==> config.mk <==
export PLATFORM = sky130hd
export DESIGN_NAME = multi_turn_encoder_tracker
export DESIGN_NICKNAME = d
export VERILOG_FILES = /design/src/rtl/mtet_pkg.sv /design/src/rtl/mtet_ctrl.sv /design/src/rtl/mtet_datapath.sv /design/src/rtl/multi_turn_encoder_tracker.sv
export SDC_FILE = /design/constraint.sdc
export NUM_CORES = 2
export LEC_CHECK = 0
export BUFFER_PORTS_ARGS = -buffer_cell sky130_fd_sc_hd__buf_4
export CAP_MARGIN = 20
export CORE_AREA = 2 2 326 328
export DETAILED_ROUTE_END_ITERATION = 12
export DIE_AREA = 0 0 328 330
export PLACE_DENSITY_LB_ADDON = 0.08
export RECOVER_POWER = 25
export SETUP_SLACK_MARGIN = 0.02
export SLEW_MARGIN = 20
export SYNTH_ARGS = -nofsm -noshare
export SYNTH_HDL_FRONTEND = slang
export SYNTH_SLANG_ARGS = --single-unit
==> constraint.sdc <==
create_clock -name clk_i -period 11.2 [get_ports clk_i]
set_input_delay 0.56 -clock clk_i [delete_from_list [all_inputs] [get_ports clk_i]]
set_output_delay 0.56 -clock clk_i [all_outputs]
set_load 0.01 [all_outputs]
==> src/rtl/mtet_pkg.sv <==
// shared types and constants of the multi-turn encoder tracker
// no dependencies; imported by controller, datapath, top level and checker
`timescale 1ns / 1ps

package mtet_pkg;

  localparam int unsigned POS_BITS     = 16;
  localparam int unsigned TOT_BITS     = 48;
  localparam int unsigned CPT_BITS     = 17;
  localparam int unsigned TURN_BITS    = 32;
  localparam int unsigned ANGLE_BITS   = 16;
  localparam int unsigned DIV_CNT_BITS = $clog2(TOT_BITS);

  localparam int unsigned IN_DATA_BITS  = 64;
  localparam int unsigned OUT_DATA_BITS = 96;
  localparam int unsigned OUT_USER_BITS = 2;

  localparam logic [CPT_BITS-1:0] CPT_RESET = CPT_BITS'(8192);
  localparam logic [CPT_BITS-1:0] CPT_MIN   = CPT_BITS'(2);
  localparam logic [CPT_BITS-1:0] CPT_MAX   = CPT_BITS'(65536);

  typedef enum logic [0:0] {
    CMD_UPDATE   = 1'b0,
    CMD_RELOCATE = 1'b1
  } cmd_e;

  typedef enum logic [2:0] {
    ST_IDLE,
    ST_TURN,
    ST_MUL,
    ST_SUM,
    ST_DIV,
    ST_DONE
  } state_e;

  typedef struct packed {
    logic capture;
    logic turn_step;
    logic mul_step;
    logic sum_step;
    logic div_step;
    logic load_out;
  } ctrl_cmd_t;

  typedef struct packed {
    logic div_last;
  } ctrl_sts_t;

endpackage

==> src/rtl/mtet_ctrl.sv <==
// sequencing state machine of the multi-turn encoder tracker
// depends on mtet_pkg; drives the datapath through ctrl_cmd_t
`timescale 1ns / 1ps

module mtet_ctrl (
  input  logic               clk_i,
  input  logic               rst_ni,
  input  logic               in_valid_i,
  output logic               in_ready_o,
  output logic               out_valid_o,
  input  logic               out_ready_i,
  output mtet_pkg::ctrl_cmd_t cmd_o,
  input  mtet_pkg::ctrl_sts_t sts_i
);
  import mtet_pkg::*;

  state_e state_q, state_d;
  logic   out_valid_q, out_valid_d;

  always_ff @(posedge clk_i or negedge rst_ni) begin
    if (!rst_ni) begin
      state_q     <= ST_IDLE;
      out_valid_q <= 1'b0;
    end else begin
      state_q     <= state_d;
      out_valid_q <= out_valid_d;
    end
  end

  always_comb begin
    state_d    = state_q;
    cmd_o      = '0;
    in_ready_o = 1'b0;
    case (state_q)
      ST_IDLE: begin
        in_ready_o = 1'b1;
        if (in_valid_i) begin
          cmd_o.capture = 1'b1;
          state_d       = ST_TURN;
        end
      end
      ST_TURN: begin
        cmd_o.turn_step = 1'b1;
        state_d         = ST_MUL;
      end
      ST_MUL: begin
        cmd_o.mul_step = 1'b1;
        state_d        = ST_SUM;
      end
      ST_SUM: begin
        cmd_o.sum_step = 1'b1;
        state_d        = ST_DIV;
      end
      ST_DIV: begin
        cmd_o.div_step = 1'b1;
        if (sts_i.div_last) begin
          state_d = ST_DONE;
        end
      end
      ST_DONE: begin
        // wait until the output register is free
        if (!out_valid_q || out_ready_i) begin
          cmd_o.load_out = 1'b1;
          state_d        = ST_IDLE;
        end
      end
      default: begin
        state_d = ST_IDLE;
      end
    endcase
  end

  always_comb begin
    if (cmd_o.load_out) begin
      out_valid_d = 1'b1;
    end else if (out_ready_i) begin
      out_valid_d = 1'b0;
    end else begin
      out_valid_d = out_valid_q;
    end
  end

  assign out_valid_o = out_valid_q;

endmodule

==> src/rtl/mtet_datapath.sv <==
// tracker state, multiplier, saturating adder and serial modulo unit
// depends on mtet_pkg; steered by mtet_ctrl through ctrl_cmd_t
`timescale 1ns / 1ps

module mtet_datapath (
  input  logic                                  clk_i,
  input  logic                                  rst_ni,
  input  logic                                  cfg_we_i,
  input  logic [mtet_pkg::CPT_BITS-1:0]         cfg_wdata_i,
  input  logic                                  in_cmd_i,
  input  logic [mtet_pkg::POS_BITS-1:0]         in_raw_i,
  input  logic signed [mtet_pkg::TOT_BITS-1:0]  in_target_i,
  input  mtet_pkg::ctrl_cmd_t                   cmd_i,
  output mtet_pkg::ctrl_sts_t                   sts_o,
  output logic signed [mtet_pkg::TOT_BITS-1:0]  out_total_o,
  output logic [mtet_pkg::ANGLE_BITS-1:0]       out_angle_o,
  output logic signed [mtet_pkg::TURN_BITS-1:0] out_turns_o,
  output logic                                  out_init_o,
  output logic                                  out_sat_o
);
  import mtet_pkg::*;

  localparam int unsigned PROD_W = TURN_BITS + CPT_BITS + 1;
  localparam int unsigned SUM_W  = PROD_W + 2;
  localparam int unsigned DIFF_W = POS_BITS + 1;

  localparam logic signed [SUM_W-1:0] SUM_TOT_MAX =
    {{(SUM_W-TOT_BITS+1){1'b0}}, {(TOT_BITS-1){1'b1}}};
  localparam logic signed [SUM_W-1:0] SUM_TOT_MIN = ~SUM_TOT_MAX;
  localparam logic signed [TURN_BITS-1:0] TURN_MAX = {1'b0, {(TURN_BITS-1){1'b1}}};
  localparam logic signed [TURN_BITS-1:0] TURN_MIN = {1'b1, {(TURN_BITS-1){1'b0}}};

  // config and captured beat
  logic [CPT_BITS-1:0]        cpt_q;
  logic [CPT_BITS-1:0]        eff_q, eff_d;
  cmd_e                       cmd_q;
  logic [POS_BITS-1:0]        raw_q;
  logic signed [TOT_BITS-1:0] target_q;

  // tracker state
  logic                        init_q;
  logic [POS_BITS-1:0]         start_q;
  logic [POS_BITS-1:0]         last_q;
  logic signed [TURN_BITS-1:0] turns_q;
  logic signed [TOT_BITS-1:0]  offset_q;
  logic                        first_q;

  // arithmetic pipeline
  logic signed [PROD_W-1:0]   prod_q, prod_d;
  logic signed [DIFF_W-1:0]   diff_q;
  logic signed [TOT_BITS-1:0] total_q, total_d;
  logic                       sat_q, sat_d;
  logic                       neg_q;
  logic [TOT_BITS-1:0]        dvd_q;
  logic [CPT_BITS-1:0]        rem_q, rem_d;
  logic [DIV_CNT_BITS-1:0]    cnt_q;

  // output register
  logic signed [TOT_BITS-1:0]  out_total_q;
  logic [ANGLE_BITS-1:0]       out_angle_q;
  logic signed [TURN_BITS-1:0] out_turns_q;
  logic                        out_init_q;
  logic                        out_sat_q;

  // combinational helpers
  logic signed [DIFF_W-1:0]   step_d;
  logic signed [DIFF_W+1:0]   step2;
  logic signed [DIFF_W+1:0]   cpt_s;
  logic                       wrap_dn, wrap_up;
  logic signed [CPT_BITS:0]   eff_s;
  logic signed [SUM_W-1:0]    base_s, sum_s, clamp_s;
  logic                       clamp_hit;
  logic [CPT_BITS:0]          trial;
  logic [CPT_BITS-1:0]        angle_full;

  always_comb begin
    if (cpt_q < CPT_MIN) begin
      eff_d = CPT_MIN;
    end else if (cpt_q > CPT_MAX) begin
      eff_d = CPT_MAX;
    end else begin
      eff_d = cpt_q;
    end
  end

  // wrap detection on twice the step
  assign step_d  = $signed({1'b0, raw_q}) - $signed({1'b0, last_q});
  assign step2   = (DIFF_W+2)'(step_d) <<< 1;
  assign cpt_s   = $signed({2'b00, eff_q});
  assign wrap_dn = step2 > cpt_s;
  assign wrap_up = step2 < -cpt_s;

  assign eff_s  = $signed({1'b0, eff_q});
  assign prod_d = PROD_W'(turns_q) * PROD_W'(eff_s);

  always_comb begin
    base_s = SUM_W'(prod_q) + SUM_W'(diff_q);
    if (cmd_q == CMD_RELOCATE) begin
      sum_s = SUM_W'(target_q) - base_s;
    end else begin
      sum_s = base_s + SUM_W'(offset_q);
    end
    clamp_hit = 1'b0;
    clamp_s   = sum_s;
    if (sum_s > SUM_TOT_MAX) begin
      clamp_s   = SUM_TOT_MAX;
      clamp_hit = 1'b1;
    end else if (sum_s < SUM_TOT_MIN) begin
      clamp_s   = SUM_TOT_MIN;
      clamp_hit = 1'b1;
    end
    if (cmd_q == CMD_RELOCATE) begin
      total_d = target_q;
      sat_d   = clamp_hit;
    end else if (first_q) begin
      total_d = offset_q;
      sat_d   = 1'b0;
    end else begin
      total_d = clamp_s[TOT_BITS-1:0];
      sat_d   = clamp_hit;
    end
  end

  // restoring division, one quotient bit per cycle, remainder only
  always_comb begin
    trial = {rem_q, dvd_q[TOT_BITS-1]};
    if (trial >= {1'b0, eff_q}) begin
      rem_d = CPT_BITS'(trial - {1'b0, eff_q});
    end else begin
      rem_d = trial[CPT_BITS-1:0];
    end
  end

  // floor modulo from magnitude remainder
  assign angle_full = (neg_q && (rem_q != '0)) ? (eff_q - rem_q) : rem_q;

  assign sts_o.div_last = (cnt_q == DIV_CNT_BITS'(TOT_BITS - 1));

  always_ff @(posedge clk_i or negedge rst_ni) begin
    if (!rst_ni) begin
      cpt_q      <= CPT_RESET;
      init_q     <= 1'b0;
      start_q    <= '0;
      last_q     <= '0;
      turns_q    <= '0;
      offset_q   <= '0;
      out_init_q <= 1'b0;
      out_sat_q  <= 1'b0;
    end else begin
      if (cfg_we_i) begin
        cpt_q <= cfg_wdata_i;
      end
      if (cmd_i.turn_step && (cmd_q == CMD_UPDATE)) begin
        last_q <= raw_q;
        if (!init_q) begin
          start_q <= raw_q;
          turns_q <= '0;
          init_q  <= 1'b1;
        end else if (wrap_dn) begin
          if (turns_q != TURN_MIN) begin
            turns_q <= turns_q - TURN_BITS'(1);
          end
        end else if (wrap_up) begin
          if (turns_q != TURN_MAX) begin
            turns_q <= turns_q + TURN_BITS'(1);
          end
        end
      end
      if (cmd_i.sum_step && (cmd_q == CMD_RELOCATE)) begin
        offset_q <= clamp_s[TOT_BITS-1:0];
      end
      if (cmd_i.load_out) begin
        out_init_q <= init_q;
        out_sat_q  <= sat_q;
      end
    end
  end

  always_ff @(posedge clk_i) begin
    if (cmd_i.capture) begin
      eff_q    <= eff_d;
      cmd_q    <= cmd_e'(in_cmd_i);
      raw_q    <= in_raw_i;
      target_q <= in_target_i;
    end
    if (cmd_i.turn_step) begin
      first_q <= (cmd_q == CMD_UPDATE) && !init_q;
    end
    if (cmd_i.mul_step) begin
      prod_q <= prod_d;
      diff_q <= $signed({1'b0, last_q}) - $signed({1'b0, start_q});
    end
    if (cmd_i.sum_step) begin
      total_q <= total_d;
      sat_q   <= sat_d;
      neg_q   <= total_d[TOT_BITS-1];
      dvd_q   <= total_d[TOT_BITS-1] ? TOT_BITS'(-total_d) : TOT_BITS'(total_d);
      rem_q   <= '0;
      cnt_q   <= '0;
    end
    if (cmd_i.div_step) begin
      rem_q <= rem_d;
      dvd_q <= dvd_q << 1;
      cnt_q <= cnt_q + DIV_CNT_BITS'(1);
    end
    if (cmd_i.load_out) begin
      out_total_q <= total_q;
      out_angle_q <= angle_full[ANGLE_BITS-1:0];
      out_turns_q <= turns_q;
    end
  end

  assign out_total_o = out_total_q;
  assign out_angle_o = out_angle_q;
  assign out_turns_o = out_turns_q;
  assign out_init_o  = out_init_q;
  assign out_sat_o   = out_sat_q;

endmodule

==> src/rtl/multi_turn_encoder_tracker.sv <==
// multi-turn encoder tracker: each input beat passes turn update, multiply,
// saturating add, one bit-serial modulo step per dividend bit and output load
// a new beat is taken only once the last result has gone to the output register
// reset clears tracker state and flags, counts per turn returns to 8192
// top level: wires mtet_ctrl and mtet_datapath to the stream ports; uses mtet_pkg
`timescale 1ns / 1ps

module multi_turn_encoder_tracker (
  input  logic                                  clk_i,
  input  logic                                  rst_ni,
  // configuration: counts per turn
  input  logic                                  cfg_we_i,
  input  logic [mtet_pkg::CPT_BITS-1:0]         cfg_wdata_i,
  // input stream
  input  logic                                  s_axis_tvalid,
  output logic                                  s_axis_tready,
  input  logic [mtet_pkg::IN_DATA_BITS-1:0]     s_axis_tdata,  // raw_position, target_total
  input  logic                                  s_axis_tuser,  // cmd
  // output stream
  output logic                                  m_axis_tvalid,
  input  logic                                  m_axis_tready,
  output logic [mtet_pkg::OUT_DATA_BITS-1:0]    m_axis_tdata,  // total_position,
                                                               // single_turn_angle, turn_count
  output logic [mtet_pkg::OUT_USER_BITS-1:0]    m_axis_tuser   // initialized, saturated
);
  import mtet_pkg::*;

  ctrl_cmd_t ctrl_cmd;
  ctrl_sts_t ctrl_sts;

  // unpacked input beat
  logic [POS_BITS-1:0]        in_raw;
  logic signed [TOT_BITS-1:0] in_target;

  // result fields from the output register
  logic signed [TOT_BITS-1:0]  out_total;
  logic [ANGLE_BITS-1:0]       out_angle;
  logic signed [TURN_BITS-1:0] out_turns;
  logic                        out_init;
  logic                        out_sat;

  assign in_raw    = s_axis_tdata[POS_BITS-1:0];
  assign in_target = s_axis_tdata[POS_BITS +: TOT_BITS];

  // one item in flight; a finished result may wait in the output
  // register while the next beat is accepted
  mtet_ctrl u_ctrl (
    .clk_i       (clk_i),
    .rst_ni      (rst_ni),
    .in_valid_i  (s_axis_tvalid),
    .in_ready_o  (s_axis_tready),
    .out_valid_o (m_axis_tvalid),
    .out_ready_i (m_axis_tready),
    .cmd_o       (ctrl_cmd),
    .sts_i       (ctrl_sts)
  );

  // turn tracking, total position and modulo by counts per turn
  mtet_datapath u_datapath (
    .clk_i       (clk_i),
    .rst_ni      (rst_ni),
    .cfg_we_i    (cfg_we_i),
    .cfg_wdata_i (cfg_wdata_i),
    .in_cmd_i    (s_axis_tuser),
    .in_raw_i    (in_raw),
    .in_target_i (in_target),
    .cmd_i       (ctrl_cmd),
    .sts_o       (ctrl_sts),
    .out_total_o (out_total),
    .out_angle_o (out_angle),
    .out_turns_o (out_turns),
    .out_init_o  (out_init),
    .out_sat_o   (out_sat)
  );

  // pack result beat, lowest field first
  assign m_axis_tdata = {out_turns, out_angle, out_total};
  assign m_axis_tuser = {out_sat, out_init};

endmodule

==> impl_metrics.yaml <==
synth:
  ys_ff_latch: 502
  synthesis.nets: 6543
  ys_types: 112
  yosys_most_used_dff: "edfxtp_1"
  syn_inst: 5523
  syn_area_um2: 52000
  yosysSeqAreaShare_pct: 27.7
  avgSynthCellArea_um2: 9.41
  ys_async_sr_fraction_pct: 27.1
  synth_edf_count: 365
  yosysWarnings: 0
grt:
  grt_max_degree: 77
  grt_overflow: 0
  grt_pass1_wl_um: 247000
  antenna_found_initial: 1
  grtUsageTotal_pct: 30.1
  grt_pass1_vias: 40400
critical_path:
  crit_path_end_kind: "flop"
  crit_start: "u_datapath.diff_q[0]"
  critical_path_required_ns: 11.57
  slowest_stage: "xor2_1"
  cp-start-kind: "flop"
  cpPeakStageDelay_ns: 0.65
  crit_path_frequent_cell: "o21ai_0"
  worst_ep_arrival_time_ns: 10.60
  crit_type: "flop to flop"
  rr_startpoint: "u_datapath.diff_q[0]"
  critPathMaxFanout: 16
sta:
  finalSetupViolations: 0
  fin_crit_sh_pct: 91.4
  slew_headroom_pct: -247
  clock_skew_ns: 0.0606
  fin_crit_ns: 10.23
  hold_violations: 0
  fin_tns_setup_ns: 0
  drv_slew: 318
  worstMarginPinSlew_ns: 5.21
  fmax_mhz: 97.7
  grt_setup_unrepaired: "false"
route:
  drt_wl_total_um: 162000
  dr.pass1.iters: 7
  drc: 0
  viasPerCell: 5.68
  drt_iter0_drc: 2705
  dr_total_vias: 40200
  ant_nets: 0
  routedWlPerCell_um: 22.9
cells_and_area:
  area.growth.synth_to_final_pct: 10.1
  layout_commonest_cell: "inv_1"
  final_cell_mix: "inv_1, nand2_1, fa_1"
  layout.nets: 6658
  drive_gt1_share_pct: 7.70
floorplan:
  die_w_um: 328
  row_count: 119
  ios: 187
  core_um2: 105000
  die_y_um: 330
  dieArea_um2: 108000
  initial_core_util_pct: 49.7
clock_network:
  htreeDepth: 2
  root_buffer: "clkbuf_16"
  clock-sinks: 502
  clk_path_buf_depth: 3
  cts_tree: "built"
  post-cts-setup-buffers: 0
  clkTransAtPathRegs_ns: 0.07
  clk_latency_ns: 0.70
  numCtsBuffers: 58
place:
  place_congestion: 0.997
  hpwl_um: 125000
  port_buffers: 186
outcome:
  failed_checks: "capacitance limit, slew limit"
  status: "finished, violations left"
flow_run:
  drv_cap: 8
worst_hold_path:
  hold_path.class: "input port to flop"
  min_from: "s_axis_tdata[5]"
path summary, 6_finish.rpt:
| check | to | slack [ns] | cells after the start |
|---|---|---|---|
| worst max-delay path | u_datapath.dvd_q[46] | 0.97 | 39 |
| worst min-delay path | u_datapath.raw_q[5] | 0.06 | 1 |
| worst max register to register | u_datapath.dvd_q[46] | 0.97 | 39 |
| worst min register to register | u_datapath.out_total_o[30] | 0.42 | 0 |
| max in group asynchronous | u_datapath.turns_q[1] | 5.92 | 3 |
| min in group asynchronous | u_ctrl.out_valid_o | 2.29 | 2 |
cell type report:
cell class	instances	area, µm²
Clock buffer	64	1470
Clock inverter	46	659
Antenna cell	2	5.00
Fill cell	9463	47500
Multi-Input combinational cell	4013	33800
Tap cell	1391	1740
Timing Repair Buffer	298	2250
Inverter	765	2870
Sequential cell	502	14400
logic make-up after synthesis:
kind of cell               Yosys count  share of synthesized area, %
muxes                               55                          1.14
AOI/OAI and AO/OA                 1128                          13.9
DFF                                502                          27.7
and+or+nand+nor                   1589                          14.6
adders and majority gates          933                          30.1
buffers and inverters             1008                          7.34
xor gates and xnor gates           308                          5.23
metal layers:
layer  global-route usage, %  wire length [µm]
met1                    39.3             68500
met2                    51.2             77700
met3                    3.13              8130
met4                    13.0              7750
met5                       0                 0
flip-flops by register name, indices dropped and copies added, names as in the netlist, 32 cells and up:
name and cells:
u_datapath.prod_q 50, u_datapath.dvd_q 48, u_datapath.out_total_o 48, u_datapath.out_turns_o 32, u_datapath.target_q 48, u_datapath.offset_q 48, u_datapath.turns_q 32, u_datapath.total_q 47
synthesized netlist by cell type, types with 123 or more instances:
cell / n / area [µm²]
dfrtp_1: 135 / 3380
nor2_1: 254 / 953
edfxtp_1: 365 / 11000
fa_1: 530 / 10600
nand2_1: 685 / 2570
o21ai_0: 299 / 1500
a21oi_1: 304 / 1520
ha_1: 403 / 5040
xor2_1: 123 / 1080
a21o_1: 143 / 1070
and2_1: 231 / 1450
clkbuf_1: 220 / 826
inv_1: 763 / 2860
xnor2_1: 184 / 1610
repair_timing:
item	4_1_cts	5_1_grt
hold buffers	43	0
hold endpoints to repair	101	0
endpoints found under the setup margin	0	10
resized for setup	0	1
critical path, delay by kind of cell (launching register included):
family | cells | cell delay, ns
compound gates | 23 | 4.82
simple gates | 9 | 2.65
xor+xnor | 3 | 1.11
fa+ha+maj | 3 | 0.96
flops | 1 | 0.33
buf+inv | 1 | 0.05
per-stage QoR:
step | instance area [µm²] | setup slack [ns] | hold WS (ns) | utilization [%] | instances
2_1_floorplan | 52000 | 2.86 | 0.264 | - | 5523
3_3_place_gp | 54700 | 0.971 | 0.402 | 52.3 | 6926
3_5_place_dp | 54700 | 0.847 | 0.405 | 52.3 | 6926
4_1_cts | 57300 | 0.815 | 0.000114 | 54.7 | 7079
5_1_grt | 57200 | 0.130 | 0.0423 | 54.7 | 7079
6_report | 57200 | 0.968 | 0.0634 | 54.7 | 7081
Power is left out: the tool's default activity adds up to more than one toggle a clock period on the data nets, which glitch-free logic cannot reach.
